**src/kfd_pkg.sv**
```systemverilog
`timescale 1ns / 1ps
`default_nettype none

package kfd_pkg;

   localparam int MAX_FRAME_BYTES_DEF = 512;
   localparam logic [15:0] TIMEOUT_RESET = 16'd1000;

   localparam int FRAME_LEN_W = 10;

   localparam logic [1:0] PH_IDLE = 2'd0;
   localparam logic [1:0] PH_HEAD = 2'd1;
   localparam logic [1:0] PH_BODY = 2'd2;

   localparam logic [7:0] FEND  = 8'hc0;
   localparam logic [7:0] FESC  = 8'hdb;
   localparam logic [7:0] TFEND = 8'hdc;
   localparam logic [7:0] TFESC = 8'hdd;
   localparam logic [7:0] SUM_OK = 8'hff;
   localparam logic [15:0] TICK_MAX = 16'hffff;

   localparam logic [2:0] EV_NONE = 3'd0;
   localparam logic [2:0] EV_GOOD = 3'd1;
   localparam logic [2:0] EV_CSUM = 3'd2;
   localparam logic [2:0] EV_OVER = 3'd3;
   localparam logic [2:0] EV_TIME = 3'd4;

   typedef struct packed {
      logic [1:0]  phase;
      logic        escaped;
      logic [7:0]  byte_sum;
      logic [3:0]  header_cmd;
      logic [3:0]  header_port;
      logic        timer_running;
      logic [15:0] tick_count;
   } state_type;

   localparam state_type STATE_CLEAR = '{
      phase:         PH_IDLE,
      escaped:       1'b0,
      byte_sum:      8'd0,
      header_cmd:    4'd0,
      header_port:   4'd0,
      timer_running: 1'b0,
      tick_count:    16'd0
   };

   typedef struct packed {
      logic                   byte_valid;
      logic [7:0]             byte_out;
      logic [2:0]             event_res;
      logic [FRAME_LEN_W-1:0] frame_len;
      logic [3:0]             cmd_code;
      logic [3:0]             port_num;
   } result_type;

endpackage

`default_nettype wire

```
**src/kiss_frame_decoder_core.sv**
```systemverilog
`timescale 1ns / 1ps
`default_nettype none

// kiss frame decoder: takes one item per clock, either a received serial byte
// or a timer tick, and gives exactly one result item per input item. each item
// passes the input register, then the result register; unless held off, a new
// item can enter every cycle since the whole frame state update is one combinational
// step between the two registers. the result register only holds the input side off
// while a result waits for rsp_tready and the input register is also full.

module kiss_frame_decoder_core #(
   parameter int MAX_FRAME_BYTES = kfd_pkg::MAX_FRAME_BYTES_DEF
) (
   input  wire        clock,
   input  wire        reset,
   input  wire        req_tvalid,
   output logic       req_tready,
   input  wire [7:0]  req_tdata,   // byte_in
   input  wire [0:0]  req_tuser,   // func
   output logic       rsp_tvalid,
   input  wire        rsp_tready,
   output logic [31:0] rsp_tdata,  // byte_out, frame_len, cmd_code, port_num, zero pad
   output logic [3:0] rsp_tuser,   // byte_valid, event_res
   input  wire        csr_wr_en,
   input  wire [15:0] csr_wr_data  // timeout_ticks
);

   localparam int CNT_W = $clog2(MAX_FRAME_BYTES + 1);

   logic [15:0]          timeout_ff;
   logic                 in_vld_ff;
   logic                 in_func_ff;
   logic [7:0]           in_byte_ff;
   logic                 out_vld_ff;
   kfd_pkg::result_type  out_res_ff;
   kfd_pkg::state_type   state_ff;
   kfd_pkg::state_type   state_in;
   logic [CNT_W-1:0]     count_ff;
   logic [CNT_W-1:0]     count_in;
   kfd_pkg::result_type  result;
   logic                 out_free;
   logic                 advance;

   assign out_free   = !out_vld_ff || rsp_tready;
   assign advance    = in_vld_ff && out_free;
   assign req_tready = !in_vld_ff || advance;

   kfd_step #(
      .MAX_FRAME_BYTES(MAX_FRAME_BYTES),
      .CNT_W(CNT_W)
   ) u_step (
      .func(in_func_ff),
      .byte_in(in_byte_ff),
      .timeout_ticks(timeout_ff),
      .state_cur(state_ff),
      .count_cur(count_ff),
      .state_nxt(state_in),
      .count_nxt(count_in),
      .result(result)
   );

   always_ff @(posedge clock) begin
      if (reset) begin
         timeout_ff <= kfd_pkg::TIMEOUT_RESET;
      end else if (csr_wr_en) begin
         timeout_ff <= csr_wr_data;
      end
   end

   always_ff @(posedge clock) begin
      if (reset) begin
         in_vld_ff <= 1'b0;
      end else if (req_tready) begin
         in_vld_ff <= req_tvalid;
      end
   end

   always_ff @(posedge clock) begin
      if (req_tready) begin
         in_func_ff <= req_tuser[0];
         in_byte_ff <= req_tdata;
      end
   end

   always_ff @(posedge clock) begin
      if (reset) begin
         out_vld_ff <= 1'b0;
         state_ff   <= kfd_pkg::STATE_CLEAR;
         count_ff   <= '0;
      end else begin
         if (out_free) begin
            out_vld_ff <= in_vld_ff;
         end
         if (advance) begin
            state_ff <= state_in;
            count_ff <= count_in;
         end
      end
   end

   always_ff @(posedge clock) begin
      if (advance) begin
         out_res_ff <= result;
      end
   end

   assign rsp_tvalid = out_vld_ff;
   assign rsp_tdata  = {6'd0, out_res_ff.port_num, out_res_ff.cmd_code,
                        out_res_ff.frame_len, out_res_ff.byte_out};
   assign rsp_tuser  = {out_res_ff.event_res, out_res_ff.byte_valid};

   a_count_bound: assert property (@(posedge clock) disable iff (reset)
      count_ff <= CNT_W'(MAX_FRAME_BYTES))
      else $error("stored count beyond buffer size");

   a_abort_clears: assert property (@(posedge clock) disable iff (reset)
      advance && (result.event_res == kfd_pkg::EV_CSUM ||
                  result.event_res == kfd_pkg::EV_OVER ||
                  result.event_res == kfd_pkg::EV_TIME)
      |=> !state_ff.timer_running && count_ff == '0 && state_ff.phase == kfd_pkg::PH_IDLE)
      else $error("abort did not clear frame state");

   a_store_counts: assert property (@(posedge clock) disable iff (reset)
      advance && result.byte_valid |=> count_ff == $past(count_ff) + CNT_W'(1))
      else $error("stored byte not counted");

   a_stall_cause: assert property (@(posedge clock) disable iff (reset)
      !req_tready |-> in_vld_ff && out_vld_ff && !rsp_tready)
      else $error("input stalled without a waiting result");

endmodule

`default_nettype wire

```
**src/kfd_step.sv**
```systemverilog
`timescale 1ns / 1ps
`default_nettype none

module kfd_step #(
   parameter int MAX_FRAME_BYTES = kfd_pkg::MAX_FRAME_BYTES_DEF,
   parameter int CNT_W           = $clog2(MAX_FRAME_BYTES + 1)
) (
   input  wire                      func,
   input  wire [7:0]                byte_in,
   input  wire [15:0]               timeout_ticks,
   input  kfd_pkg::state_type       state_cur,
   input  wire [CNT_W-1:0]          count_cur,
   output kfd_pkg::state_type       state_nxt,
   output logic [CNT_W-1:0]         count_nxt,
   output kfd_pkg::result_type      result
);

   localparam logic [CNT_W-1:0] CNT_MAX = CNT_W'(MAX_FRAME_BYTES);

   function automatic logic [kfd_pkg::FRAME_LEN_W-1:0] to_len(input logic [CNT_W-1:0] c);
      logic [CNT_W+kfd_pkg::FRAME_LEN_W-1:0] w;
      w = {{kfd_pkg::FRAME_LEN_W{1'b0}}, c};
      return w[kfd_pkg::FRAME_LEN_W-1:0];
   endfunction

   logic [15:0]      tick_inc;
   logic [7:0]       decoded;
   logic [CNT_W-1:0] count_inc;

   assign tick_inc  = (state_cur.tick_count == kfd_pkg::TICK_MAX) ?
                      state_cur.tick_count : state_cur.tick_count + 16'd1;
   assign count_inc = count_cur + CNT_W'(1);

   always_comb begin
      if (state_cur.escaped && byte_in == kfd_pkg::TFESC) begin
         decoded = kfd_pkg::FESC;
      end else if (state_cur.escaped && byte_in == kfd_pkg::TFEND) begin
         decoded = kfd_pkg::FEND;
      end else begin
         decoded = byte_in;
      end
   end

   always_comb begin
      state_nxt         = state_cur;
      count_nxt         = count_cur;
      result.byte_valid = 1'b0;
      result.byte_out   = 8'd0;
      result.event_res  = kfd_pkg::EV_NONE;
      result.frame_len  = to_len(count_cur);
      result.cmd_code   = state_cur.header_cmd;
      result.port_num   = state_cur.header_port;

      if (func) begin
         if (state_cur.timer_running) begin
            state_nxt.tick_count = tick_inc;
            if (tick_inc >= timeout_ticks) begin
               state_nxt        = kfd_pkg::STATE_CLEAR;
               count_nxt        = '0;
               result.event_res = kfd_pkg::EV_TIME;
            end
         end
      end else if (state_cur.phase == kfd_pkg::PH_HEAD) begin
         state_nxt.header_cmd  = byte_in[3:0];
         state_nxt.header_port = byte_in[7:4];
         state_nxt.phase       = kfd_pkg::PH_BODY;
         result.cmd_code       = byte_in[3:0];
         result.port_num       = byte_in[7:4];
      end else if (state_cur.phase != kfd_pkg::PH_BODY) begin
         if (byte_in == kfd_pkg::FEND) begin
            state_nxt               = kfd_pkg::STATE_CLEAR;
            state_nxt.phase         = kfd_pkg::PH_HEAD;
            state_nxt.timer_running = 1'b1;
            count_nxt               = '0;
            result.frame_len        = '0;
            result.cmd_code         = 4'd0;
            result.port_num         = 4'd0;
         end
      end else if (byte_in == kfd_pkg::FEND) begin
         if (state_cur.header_cmd != 4'd0 && state_cur.byte_sum != kfd_pkg::SUM_OK) begin
            state_nxt        = kfd_pkg::STATE_CLEAR;
            count_nxt        = '0;
            result.event_res = kfd_pkg::EV_CSUM;
         end else begin
            state_nxt.phase         = kfd_pkg::PH_IDLE;
            state_nxt.escaped       = 1'b0;
            state_nxt.timer_running = 1'b0;
            result.event_res        = kfd_pkg::EV_GOOD;
         end
      end else if (byte_in == kfd_pkg::FESC) begin
         state_nxt.escaped = 1'b1;
      end else if (count_cur >= CNT_MAX) begin
         state_nxt        = kfd_pkg::STATE_CLEAR;
         count_nxt        = '0;
         result.event_res = kfd_pkg::EV_OVER;
      end else begin
         state_nxt.escaped  = 1'b0;
         state_nxt.byte_sum = state_cur.byte_sum + decoded;
         count_nxt          = count_inc;
         result.byte_valid  = 1'b1;
         result.byte_out    = decoded;
         result.frame_len   = to_len(count_inc);
      end
   end

endmodule

`default_nettype wire

```
**config.mk**
```make
export PLATFORM = sky130hd
export DESIGN_NAME = kiss_frame_decoder_core
export DESIGN_NICKNAME = d
export VERILOG_FILES = /design/src/kfd_pkg.sv /design/src/kiss_frame_decoder_core.sv /design/src/kfd_step.sv
export SDC_FILE = /design/constraint.sdc
export NUM_CORES = 1
export LEC_CHECK = 0
export ABC_AREA = 1
export BUFFER_PORTS_ARGS = -buffer_cell sky130_fd_sc_hd__buf_2
export CAP_MARGIN = 20
export CORE_ASPECT_RATIO = 0.5
export CORE_MARGIN = 2
export CORE_UTILIZATION = 29
export CTS_CLUSTER_SIZE = 40
export DETAILED_ROUTE_END_ITERATION = 10
export PLACE_DENSITY = 0.44
export SLEW_MARGIN = 15
export SYNTH_ARGS = -nofsm -noshare
export SYNTH_HDL_FRONTEND = slang
export SYNTH_HIERARCHICAL = 1
export SYNTH_SLANG_ARGS = --single-unit
```
**constraint.sdc**
```tcl
create_clock -name clock -period 3.35 [get_ports clock]
set_clock_uncertainty 0.1 [all_clocks]
set_input_delay 0.67 -clock clock [delete_from_list [all_inputs] [get_ports clock]]
set_output_delay 0.67 -clock clock [all_outputs]
set_load 0.05 [all_outputs]
```
==> results of run 1 <==
## metrics by stage
stage | area [um^2] | instances | hold WS [ns]
floorplan | 7380 | 1069 | 0.329
global placement | 8180 | 1465 | 0.344
detailed placement | 8180 | 1465 | 0.344
CTS | 8650 | 1491 | 0.334
global route | 8880 | 1497 | 0.341
finish | 8880 | 1497 | 0.359
## synthesized netlist by cell type, drive strengths merged, types with 4 or more instances
library cell | count | area [um^2]
a211oi | 7 | 52.6
a21boi | 4 | 30.0
a21oi | 84 | 432
a22oi | 5 | 37.5
a31oi | 4 | 25.0
buf | 41 | 293
clkbuf | 22 | 83.8
dfxtp | 64 | 1280
edfxtp | 39 | 1170
ha | 26 | 325
inv | 158 | 596
nand2 | 208 | 801
nand3 | 130 | 673
nand4 | 14 | 115
nor2 | 113 | 497
nor3 | 27 | 195
o211ai | 13 | 97.6
o21ai | 69 | 349
o31ai | 5 | 37.5
o32ai | 8 | 70.1
xor2 | 7 | 68.8
## cell usage in the layout, fill, tap and decap left out, types with 4 or more instances in the layout
cell type and count:
sky130_fd_sc_hd__a31oi_1 4, sky130_fd_sc_hd__o211ai_1 13, sky130_fd_sc_hd__dfxtp_1 57, sky130_fd_sc_hd__nand3_1 116, sky130_fd_sc_hd__inv_1 139, sky130_fd_sc_hd__o21ai_2 6
sky130_fd_sc_hd__buf_2 61, sky130_fd_sc_hd__nor3_2 4, sky130_fd_sc_hd__buf_4 60, sky130_fd_sc_hd__nand2_1 191, sky130_fd_sc_hd__edfxtp_1 39, sky130_fd_sc_hd__xor2_1 6
sky130_fd_sc_hd__nor3_4 7, sky130_fd_sc_hd__dfxtp_2 6, sky130_fd_sc_hd__o21ai_1 21, sky130_fd_sc_hd__nand3_2 11, sky130_fd_sc_hd__nor2_1 95, sky130_fd_sc_hd__nand4_1 11
sky130_fd_sc_hd__buf_6 7, sky130_fd_sc_hd__nor2_2 8, sky130_fd_sc_hd__nor2_4 10, sky130_fd_sc_hd__o32ai_1 8, sky130_fd_sc_hd__conb_1 6, sky130_fd_sc_hd__ha_1 24
sky130_fd_sc_hd__a211oi_1 7, sky130_fd_sc_hd__a21oi_1 79, sky130_fd_sc_hd__o21ai_0 42, sky130_fd_sc_hd__inv_2 18, sky130_fd_sc_hd__nor3_1 16, sky130_fd_sc_hd__clkbuf_16 9
sky130_fd_sc_hd__nand2_2 14
## state kept, by name, indices dropped and copies added (netlist names)
| register | flops |
|---|---|
| state_ff | 36 |
| in_vld_ff | 1 |
| count_ff | 10 |
| timeout_ff | 16 |
| in_byte_ff | 8 |
| rsp_tuser | 4 |
| rsp_tdata | 26 |
| rsp_tvalid | 1 |
| in_func_ff | 1 |
## routing by layer
| layer | global-route usage (%) | vias to the layer above |
|---|---|---|
| li1 | - | 3684 |
| met1 | 23.1 | 3322 |
| met2 | 27.5 | 148 |
| met3 | 4.00 | 14 |
| met4 | 4.11 | 0 |
| met5 | 0 | - |
## kinds of logic after synthesis
| group | share of synthesized area [%] |
|---|---|
| simple gates | 31.4 |
| buf+inv | 13.3 |
| compound gates | 16.0 |
| flops | 33.3 |
| fa+ha+maj | 4.69 |
| xor+xnor | 1.17 |
| other cells | 0.0509 |
| mux | 0.153 |
## worst reg2reg max path: stages, from the launching register on
cell and delay (ns):
sky130_fd_sc_hd__dfxtp_2 0.36, sky130_fd_sc_hd__buf_6 0.11, sky130_fd_sc_hd__nand2_4 0.05, sky130_fd_sc_hd__nor2_4 0.11, sky130_fd_sc_hd__nand2_2 0.08, sky130_fd_sc_hd__nor3_4 0.20
sky130_fd_sc_hd__buf_4 0.14, sky130_fd_sc_hd__nand3b_1 0.10, sky130_fd_sc_hd__nor2_2 0.14, sky130_fd_sc_hd__nand3_1 0.10, sky130_fd_sc_hd__xor2_1 0.16, sky130_fd_sc_hd__nand2_1 0.12
sky130_fd_sc_hd__ha_4 0.29, sky130_fd_sc_hd__nand2_2 0.05, sky130_fd_sc_hd__inv_2 0.06, sky130_fd_sc_hd__nand3_4 0.07, sky130_fd_sc_hd__nor3_4 0.20, sky130_fd_sc_hd__nand2_2 0.09
sky130_fd_sc_hd__nand3_4 0.12, sky130_fd_sc_hd__buf_6 0.13, sky130_fd_sc_hd__nor3_4 0.04, sky130_fd_sc_hd__buf_6 0.15, sky130_fd_sc_hd__o21bai_1 0.15, sky130_fd_sc_hd__inv_1 0.05
sky130_fd_sc_hd__nand3_1 0.07, sky130_fd_sc_hd__nand2_1 0.11, sky130_fd_sc_hd__nor2_1 0.04
## final timing paths
path	end	slack (ns)	depth (start not counted)
worst max-delay path	state_ff[16]	-0.16	26
worst min-delay path	timeout_ff[9]	0.36	2
worst max register to register	state_ff[16]	-0.16	26
worst min register to register	timeout_ff[9]	0.36	2
## area by class of cell
class	count	area, um^2
Clock buffer	9	225
Clock inverter	7	53.8
Fill cell	2694	16200
Inverter	159	599
Multi-Input combinational cell	744	4220
Sequential cell	103	2460
Tap cell	344	430
Timing Repair Buffer	131	895
## power by group
group | internal (mW) | leakage [nW] | switching (mW)
Clock | 0.511 | 0.130 | 0.549
Sequential | 1.38 | 0.923 | 0.0762
Combinational | 0.292 | 2.92 | 0.545
## timing repair
item | in CTS | in global routing
pin swaps | 34 | 33
buffers inserted | 10 | 7
setup endpoints to repair | 47 | 47
resized for setup | 32 | 50
hold endpoints to repair | 0 | 0
cloned | 0 | 0
==> metrics.log, run 1 <==
[metrics] Worst EP required: 3.52 ns
[metrics] minimum clock period after layout: 3.51 ns
[metrics] number of standard cells after synthesis: 1,064
[metrics] initial antenna violation count: 0
[metrics] PD cells: 378 nW/um^2
[metrics] smallest setup slack after layout: -0.156 ns
[metrics] end-of-flow core utilization: 35.4%
[metrics] maximum single-stage delay on the critical path: 0.36 ns
[metrics] vias in the first global route: 6,737
[metrics] pin slew with the least headroom to its limit: 0.788 ns
[metrics] Post-synth ARST share: 0%
[metrics] mean area per synthesized cell: 6.92 um^2
[metrics] number of ports placed on the die boundary: 68
[metrics] highest clock rate: 285 MHz
[metrics] Hold/Removal Path Class: register to register
[metrics] drt via density: 4.79
[metrics] count of vias placed by the detailed router: 7,168
[metrics] arrival time of the worst setup path: 3.68 ns
[metrics] Rel. slew slack: 47.2%
[metrics] number of flops mapped to enable cells by yosys: 39
[metrics] iteration-0 DRC count of the detailed router: 482
[metrics] wire length on met1: 11.3 mm
[metrics] unrepaired setup endpoints after global routing: true
[metrics] family with the most delay on the worst path: simple AND/OR/NAND/NOR gates
[metrics] IR Drop Worst-Case VDD: 0.185 mV
[metrics] area overhead of the layout relative to synthesis: 20.7%
[metrics] TritonCTS clock tree: yes
[metrics] Static Leakage: 3.97 nW
[metrics] crit end category: register
[metrics] worst-case setup slack after placement: -0.290 ns
[metrics] highest metal layer with signal wires: met4
[metrics] WL per Instance: 14.8 um
[metrics] Bufs on Longest Clock Path: 2
[metrics] crit path from: state_ff[1]
[metrics] fraction of layout cells with a size suffix above 1: 22.4%
[metrics] clock sink count: 103
[metrics] half-perimeter wire length after placement: 15.4 mm
[metrics] number of buffers inserted by port buffering: 61
[metrics] Yosys warning total: 6
[metrics] worst hold start: timeout_ff[9]
[metrics] total power after layout: 3.35 mW
[metrics] crit start category: register
[metrics] GPL Wtd Cong: 0.831
[metrics] vertical die dimension: 117 um
[metrics] post-CTS clock slew at the launch and capture registers of the worst setup and hold paths: 0.08 ns
[metrics] path type of the worst setup path: register to register
[metrics] hold-fix buffer count after cts: 0
[metrics] final hold viol count: 0
[metrics] Most used DFF post-synth: sky130_fd_sc_hd__dfxtp_1
[metrics] total length of routed wires: 22.2 mm
[metrics] DRC violation count after routing: 0
[metrics] number of max-cap violations: 0
[metrics] effective utilization at floorplan: 29.3%
[metrics] Antenna Cells: 0
[metrics] global-route wire length before repair: 35.6 mm
[metrics] Horiz. Die Dim: 229 um
[metrics] Syn Std Cell Area: 7360 um^2
[metrics] number of iterations in the first detailed-routing pass: 5
[metrics] startpoint of the lowest-slack register-to-register path: state_ff[1]
[metrics] cell with the largest stage delay on the worst path: sky130_fd_sc_hd__dfxtp_2
[metrics] total negative setup slack: -3.98 ns
[metrics] post-route clock period utilization: 105%
[metrics] grt ovf: 0
[metrics] H-tree levels: 3
[metrics] floorplan die area: 26,800 um^2
[metrics] largest net degree at the start of global routing: 59
[metrics] Max FO, Critical Path: 6
[metrics] met3 WL: 931 um
[metrics] status: finished, violations left
[metrics] floorplan row count: 41
[metrics] GRT Overall Usage: 17.0%
[metrics] Final Slew Violations: 0
[metrics] clock network latency to the later pin of the worst-skew pair: 0.38 ns
[metrics] unique cell type count in the Yosys netlist: 52
[metrics] Num CTS Buffers: 9
[metrics] flip-flop and latch count after synthesis: 103
[metrics] violated checks: setup timing
[metrics] final-report setup violation count: 46
[metrics] proportion of synthesized chip area in sequential cells: 33.3%
[metrics] WP buf/inv: 6
[metrics] final antenna-violating net count: 0
[metrics] count of nets after finishing: 1,205
[metrics] root cell of the clock tree: sky130_fd_sc_hd__clkbuf_16
[metrics] placeable core area: 25,100 um^2
[metrics] met2 wirelength from detailed routing: 9.74 mm
Note: power is estimated with default switching activity, not from simulation.
==> run 2: changes to the inputs <==
BUFFER_PORTS_ARGS = -buffer_cell sky130_fd_sc_hd__clkbuf_2   (was -buffer_cell sky130_fd_sc_hd__buf_2)
==> run 2 against run 1 <==
Compared with the run above:
- the flow still finishes with violations (setup timing)
- sequential power about the same
- wire length up 0.32%
- combinational power up 2%
- sequential share of layout area down 0.44 points
- worst hold slack worse by 0.0012 ns
- utilization up 0.61 points
- fmax up 4.6%
- register-to-register slack better by 0.15 ns
- power up 3.5%
- critical path type unchanged
- critical endpoint is now count_ff[9]
- largest cell class unchanged
==> metrics.log, run 2 (synthesized netlist as in run 1, its figures left out) <==
[metrics] worst hold start: req_tdata[6]
[metrics] wire length on met1: 11.1 mm
[metrics] drt via density: 4.86
[metrics] initial antenna violation count: 0
[metrics] final-report setup violation count: 1
[metrics] Num CTS Buffers: 9
[metrics] setup slack of the most critical reg-to-reg path: -0.003 ns
[metrics] post-route clock period utilization: 100%
[metrics] Worst EP required: 3.57 ns
[metrics] global-route wire length before repair: 35.7 mm
[metrics] vias in the first global route: 6,741
[metrics] vertical die dimension: 117 um
[metrics] most common cell after layout, fill and taps aside: sky130_fd_sc_hd__nand2_1
[metrics] fraction of layout cells with a size suffix above 1: 23.9%
[metrics] effective utilization at floorplan: 29.3%
[metrics] root cell of the clock tree: sky130_fd_sc_hd__clkbuf_16
[metrics] H-tree levels: 3
[metrics] flip-flop count of the largest register, all copies and words added: 36
[metrics] floorplan die area: 26,800 um^2
[metrics] Final Slew Violations: 0
[metrics] Pint: 2.28 mW
[metrics] most used cells in the layout excluding fill and tap cells: 185 x sky130_fd_sc_hd__nand2_1, 136 x sky130_fd_sc_hd__inv_1, 118 x sky130_fd_sc_hd__nand3_1
[metrics] post-CTS clock slew at the launch and capture registers of the worst setup and hold paths: 0.08 ns
[metrics] TritonCTS clock tree: yes
[metrics] clock network latency to the later pin of the worst-skew pair: 0.39 ns
[metrics] startpoint of the lowest-slack register-to-register path: state_ff[0]
[metrics] Antenna Cells: 0
[metrics] violated checks: setup timing
[metrics] endpoint of the most critical register-to-register path: count_ff[9]
[metrics] DRC violation count after routing: 0
[metrics] register bank with the most flops: state_ff
[metrics] WL per Instance: 14.8 um
[metrics] area of all placed cells without fillers: 9030 um^2
[metrics] total negative setup slack: -0.00327 ns
[metrics] net switching share of the total power: 34.2%
[metrics] status: finished, violations left
[metrics] GRT Overall Usage: 17.0%
[metrics] clock network power share: 33.2%
[metrics] combinational fraction of design power: 24.6%
[metrics] hold endpoint: in_byte_ff[6]
[metrics] area overhead of the layout relative to synthesis: 22.7%
[metrics] total length of routed wires: 22.3 mm
[metrics] Max FO, Critical Path: 6
[metrics] placeable core area: 25,100 um^2
[metrics] floorplan row count: 41
[metrics] number of cells traversed by the worst hold path: 1
[metrics] sequential cell fraction of total power: 42.2%
[metrics] iteration-0 DRC count of the detailed router: 558
[metrics] minimum clock period after layout: 3.35 ns
[metrics] met3 WL: 1.07 mm
[metrics] half-perimeter wire length after placement: 15.5 mm
[metrics] pin slew with the least headroom to its limit: 0.693 ns
[metrics] power spent charging and discharging nets: 1.19 mW
[metrics] highest metal layer with signal wires: met4
[metrics] Hold/Removal Path Class: input pin to register
[metrics] grt ovf: 0
[metrics] count of nets after finishing: 1,209
[metrics] number of iterations in the first detailed-routing pass: 5
[metrics] number of ports placed on the die boundary: 68
[metrics] IR Drop Worst-Case VDD: 0.187 mV
[metrics] arrival time of the worst setup path: 3.57 ns
[metrics] highest clock rate: 298 MHz
[metrics] path type of the worst setup path: register to register
[metrics] number of max-cap violations: 0
[metrics] count of vias placed by the detailed router: 7,297
[metrics] Horiz. Die Dim: 229 um
[metrics] Rel. slew slack: 53.5%
[metrics] crit start category: register
[metrics] met2 wirelength from detailed routing: 9.71 mm
[metrics] Bufs on Longest Clock Path: 2
[metrics] unrepaired setup endpoints after global routing: true
[metrics] clock sink count: 103
[metrics] placed cell areas: 8160 um^2
[metrics] crit end category: register
[metrics] smallest setup slack after layout: -0.00327 ns
[metrics] largest net degree at the start of global routing: 63
[metrics] PD cells: 384 nW/um^2
[metrics] final antenna-violating net count: 0
[metrics] hold-fix buffer count after cts: 0
[metrics] Static Leakage: 4.01 nW
[metrics] number of buffers inserted by port buffering: 61
[metrics] GPL Wtd Cong: 0.842
[metrics] final hold viol count: 0
[metrics] cell depth of the worst flop-to-flop path: 19
## run 2: cell count changes in the layout (fill, tap and decap cells not counted), sizes merged
cell | before | now
buf | 131 | 73
bufinv | 0 | 1
clkbuf | 9 | 71
clkinvlp | 2 | 1
## run 2: routing by layer
layer	vias up	track usage, %
li1	3702	-
met1	3393	22.8
met2	171	27.3
met3	31	3.93
met4	0	4.94
met5	-	0
## run 2: what timing repair did
| action | 4_1_cts | 5_1_grt |
|---|---|---|
| setup buffers | 10 | 8 |
| cloned | 0 | 1 |
| pin swaps | 26 | 37 |
| resized for setup | 58 | 42 |
| hold endpoints to repair | 0 | 0 |
| setup endpoints to repair | 47 | 47 |
## run 2: cell type report
cell class	count	area, um^2
Clock buffer	9	225
Clock inverter	7	87.6
Fill cell	2668	16100
Inverter	159	606
Multi-Input combinational cell	744	4300
Sequential cell	103	2470
Tap cell	344	430
Timing Repair Buffer	135	921
## run 2: worst max-delay path by stage
stage / startpoint / end / slack, ns / depth (start not counted)
floorplan: state_ff[0] / state_ff[33] / 0.26 / 23
global placement: state_ff[1] / state_ff[16] / -0.30 / 23
detailed placement: state_ff[1] / state_ff[16] / -0.33 / 23
CTS: state_ff[0] / state_ff[16] / -0.07 / 25
global route: state_ff[1] / count_ff[5] / -0.29 / 22
finish: state_ff[0] / count_ff[9] / -0.003 / 19
## run 2: power by group through the flow
| stage | logic [mW] | registers, mW | clock network (mW) |
|---|---|---|---|
| floorplan | 0.516 | 1.52 | 0 |
| global placement | 0.754 | 1.49 | 0 |
| detailed placement | 0.761 | 1.49 | 0 |
| CTS | 0.814 | 1.46 | 1.21 |
| global route | 0.956 | 1.48 | 1.26 |
| finish | 0.853 | 1.46 | 1.15 |
## run 2: per-stage QoR
step | instances | util [%] | worst slack (ns) | power, mW | hold WS (ns)
5_1_grt | 1501 | 36.0 | -0.294 | 3.69 | 0.336
4_1_cts | 1492 | 35.0 | -0.0688 | 3.49 | 0.332
3_3_place_gp | 1466 | 32.5 | -0.304 | 2.24 | 0.342
3_5_place_dp | 1466 | 32.5 | -0.330 | 2.25 | 0.347
2_1_floorplan | 1069 | - | 0.258 | 2.04 | 0.329
6_report | 1501 | 36.0 | -0.00327 | 3.47 | 0.357
## run 2: critical path, cell delays in order, from the launching register on
cell	delay [ns]
sky130_fd_sc_hd__dfxtp_2	0.36
sky130_fd_sc_hd__ha_4	0.15
sky130_fd_sc_hd__nand2_4	0.06
sky130_fd_sc_hd__nor2_4	0.11
sky130_fd_sc_hd__nand4_4	0.13
sky130_fd_sc_hd__nor3_4	0.29
sky130_fd_sc_hd__nor3_2	0.07
sky130_fd_sc_hd__xor2_1	0.27
sky130_fd_sc_hd__ha_1	0.28
sky130_fd_sc_hd__nand2_1	0.12
sky130_fd_sc_hd__o21ai_1	0.13
sky130_fd_sc_hd__a21oi_4	0.18
sky130_fd_sc_hd__nand3_4	0.14
sky130_fd_sc_hd__nand2_8	0.12
sky130_fd_sc_hd__clkinvlp_4	0.19
sky130_fd_sc_hd__o31ai_4	0.26
sky130_fd_sc_hd__inv_1	0.07
sky130_fd_sc_hd__nand3_1	0.08
sky130_fd_sc_hd__nand2_1	0.06
sky130_fd_sc_hd__nor2_1	0.09
==> run 3: changes to the inputs <==
==> constraint.sdc (replaced) <==
create_clock -name clock -period 3.35 [get_ports clock]
set_clock_uncertainty 0.1 [all_clocks]
set_input_delay 1.005 -clock clock [delete_from_list [all_inputs] [get_ports clock]]
set_output_delay 1.005 -clock clock [all_outputs]
set_load 0.05 [all_outputs]
==> run 3 against run 2 <==
Compared with the run above:
- register-to-register slack lost 0.03 ns
- clock power is essentially flat
- wire length shrank 1.4%
- the run still ends with setup timing left
- worst setup slack lost 0.026 ns
- sequential share of layout area grew 0.45 points
- flip-flop and latch count is the same
- die area is the same
- highest routed layer unchanged
- worst hold slack gained 0.0037 ns
- fmax shrank 0.77%
- largest power group unchanged
==> metrics.log, run 3 (synthesized netlist as in run 1, its figures left out) <==
[metrics] status: finished, violations left
[metrics] violated checks: setup timing
[metrics] smallest setup slack after layout: -0.0294 ns
[metrics] met3 WL: 983 um
[metrics] grt ovf: 0
[metrics] number of cells after detailed placement: 1,472
[metrics] most common cell after layout, fill and taps aside: sky130_fd_sc_hd__nand2_1
[metrics] Static Leakage: 3.96 nW
[metrics] IR Drop Worst-Case VDD: 0.253 mV
[metrics] DRC violation count after routing: 0
[metrics] Max FO, Critical Path: 6
[metrics] number of iterations in the first detailed-routing pass: 6
[metrics] sequential cell fraction of total power: 42.7%
[metrics] floorplan row count: 41
[metrics] wire length on met1: 11.1 mm
[metrics] post-route clock period utilization: 101%
[metrics] fill cell total of the finished layout: 2,681
[metrics] flip-flop count of the largest register, all copies and words added: 36
[metrics] GPL Wtd Cong: 0.818
[metrics] clock network latency to the later pin of the worst-skew pair: 0.39 ns
[metrics] final hold viol count: 0
[metrics] number of buffers inserted by port buffering: 61
[metrics] total power after layout: 3.40 mW
[metrics] highest metal layer with signal wires: met4
[metrics] final antenna-violating net count: 0
[metrics] multi-input combinational cell area: 4200 um^2
[metrics] root cell of the clock tree: sky130_fd_sc_hd__clkbuf_16
[metrics] post-CTS clock slew at the launch and capture registers of the worst setup and hold paths: 0.07 ns
[metrics] count of vias placed by the detailed router: 7,147
[metrics] half-perimeter wire length after placement: 15.4 mm
[metrics] number of max-cap violations: 0
[metrics] drt via density: 4.77
[metrics] number of ports placed on the die boundary: 68
[metrics] clock network power share: 32.9%
[metrics] Final Slew Violations: 0
[metrics] most used cells in the layout excluding fill and tap cells: 188 x sky130_fd_sc_hd__nand2_1, 139 x sky130_fd_sc_hd__inv_1, 123 x sky130_fd_sc_hd__nand3_1
[metrics] power spent charging and discharging nets: 1.15 mW
[metrics] effective utilization at floorplan: 29.3%
[metrics] iteration-0 DRC count of the detailed router: 487
[metrics] placeable core area: 25,100 um^2
[metrics] combinational fraction of design power: 24.3%
[metrics] Worst EP required: 3.57 ns
[metrics] global-route wire length before repair: 35.9 mm
[metrics] Bufs on Longest Clock Path: 2
[metrics] area of all sequential standard cells: 2460 um^2
[metrics] Hold/Removal Path Class: register to register
[metrics] fraction of layout cells with a size suffix above 1: 22.4%
[metrics] path type of the worst setup path: register to register
[metrics] PD cells: 383 nW/um^2
[metrics] final-report setup violation count: 9
[metrics] area overhead of the layout relative to synthesis: 20.6%
[metrics] register bank with the most flops: state_ff
[metrics] vertical die dimension: 117 um
[metrics] count of nets after finishing: 1,206
[metrics] highest clock rate: 296 MHz
[metrics] net switching share of the total power: 33.7%
[metrics] Num CTS Buffers: 9
[metrics] unrepaired setup endpoints after global routing: true
[metrics] Rel. slew slack: 34.4%
[metrics] pin slew with the least headroom to its limit: 0.984 ns
[metrics] crit start category: register
[metrics] minimum clock period after layout: 3.38 ns
[metrics] total length of routed wires: 21.9 mm
[metrics] vias in the first global route: 6,762
[metrics] WL per Instance: 14.7 um
[metrics] hold-fix buffer count after cts: 0
[metrics] GRT Overall Usage: 17.2%
[metrics] crit end category: register
[metrics] total negative setup slack: -0.132 ns
[metrics] initial antenna violation count: 0
[metrics] TritonCTS clock tree: yes
[metrics] Post-Route Hold Slack: 0.361 ns
[metrics] arrival time of the worst setup path: 3.60 ns
[metrics] H-tree levels: 3
[metrics] met2 wirelength from detailed routing: 9.62 mm
[metrics] clock sink count: 103
[metrics] Antenna Cells: 0
[metrics] Pint: 2.26 mW
[metrics] largest net degree at the start of global routing: 93
[metrics] worst-case setup slack after placement: -0.298 ns
[metrics] floorplan die area: 26,800 um^2
[metrics] non-filler instance count after layout: 1,498
[metrics] Horiz. Die Dim: 229 um
[run 3: changes by cell type in the layout (fill, tap and decap cells not counted), moves of 3 or more]
cell	change
sky130_fd_sc_hd__nand3_1	+5
sky130_fd_sc_hd__o31ai_1	+4
sky130_fd_sc_hd__a21oi_2	+3
sky130_fd_sc_hd__inv_1	+3
sky130_fd_sc_hd__nand2_1	+3
sky130_fd_sc_hd__nand3_2	-3
[run 3: worst max-delay path, cell delays in order (launching register included)]
cell	delay (ns)
sky130_fd_sc_hd__dfxtp_4	0.37
sky130_fd_sc_hd__ha_4	0.15
sky130_fd_sc_hd__nand2_4	0.05
sky130_fd_sc_hd__nor2_4	0.11
sky130_fd_sc_hd__nand4_4	0.13
sky130_fd_sc_hd__nor3_4	0.30
sky130_fd_sc_hd__buf_6	0.16
sky130_fd_sc_hd__nor3_2	0.04
sky130_fd_sc_hd__a21oi_2	0.19
sky130_fd_sc_hd__ha_4	0.24
sky130_fd_sc_hd__nand4_1	0.11
sky130_fd_sc_hd__inv_1	0.05
sky130_fd_sc_hd__nand2_1	0.06
sky130_fd_sc_hd__o211ai_1	0.09
sky130_fd_sc_hd__nand2_1	0.09
sky130_fd_sc_hd__nand3_2	0.12
sky130_fd_sc_hd__buf_6	0.16
sky130_fd_sc_hd__nor3_4	0.22
sky130_fd_sc_hd__buf_6	0.17
sky130_fd_sc_hd__nand2_2	0.04
sky130_fd_sc_hd__nand2_1	0.06
sky130_fd_sc_hd__inv_1	0.04
sky130_fd_sc_hd__nand3_1	0.07
sky130_fd_sc_hd__nand2_1	0.06
sky130_fd_sc_hd__nor2_1	0.11
[run 3: path summary, 6_finish.rpt]
check                                    from  slack (ns)  cells after the start       endpoint
worst max-delay path              state_ff[0]       -0.03                     24   state_ff[14]
worst min-delay path            timeout_ff[5]        0.36                      2  timeout_ff[5]
worst max register to register    state_ff[0]       -0.03                     24   state_ff[14]
worst min register to register  timeout_ff[5]        0.36                      2  timeout_ff[5]
[run 3: per-stage QoR]
| step | area [um^2] | util, % |
|---|---|---|
| after floorplan | 7380 | - |
| after global placement | 8220 | 32.8 |
| after detailed placement | 8220 | 32.8 |
| after CTS | 8680 | 34.6 |
| after global routing | 8880 | 35.4 |
| final | 8880 | 35.4 |
[run 3: what timing repair did]
item / CTS / global route
gates resized for setup: 32 / 42
pin swaps: 22 / 39
endpoints found under the setup margin: 46 / 47
setup buffers: 7 / 3
[run 3: layout make-up]
cell class / instances / area share, %
clock buffers: 10 / 2.58
repair buffers: 132 / 10.0
clock inverters: 6 / 0.775
flip-flops and latches: 103 / 27.7
multi-input cells: 744 / 47.3
well taps: 344 / 4.85
inverters: 159 / 6.75
[run 3: routing by layer]
layer	GRT usage (%)	up-vias
met4	4.33	0
li1	-	3692
met2	27.5	161
met5	0	-
met3	4.17	15
met1	23.4	3279
[run 3: power by group through the flow]
| stage | Combinational, mW | Clock, mW | Sequential, mW |
|---|---|---|---|
| floorplan | 0.516 | 0 | 1.52 |
| global placement | 0.769 | 0 | 1.48 |
| detailed placement | 0.774 | 0 | 1.48 |
| CTS | 0.797 | 1.19 | 1.45 |
| global route | 0.935 | 1.21 | 1.47 |
| finish | 0.829 | 1.12 | 1.45 |
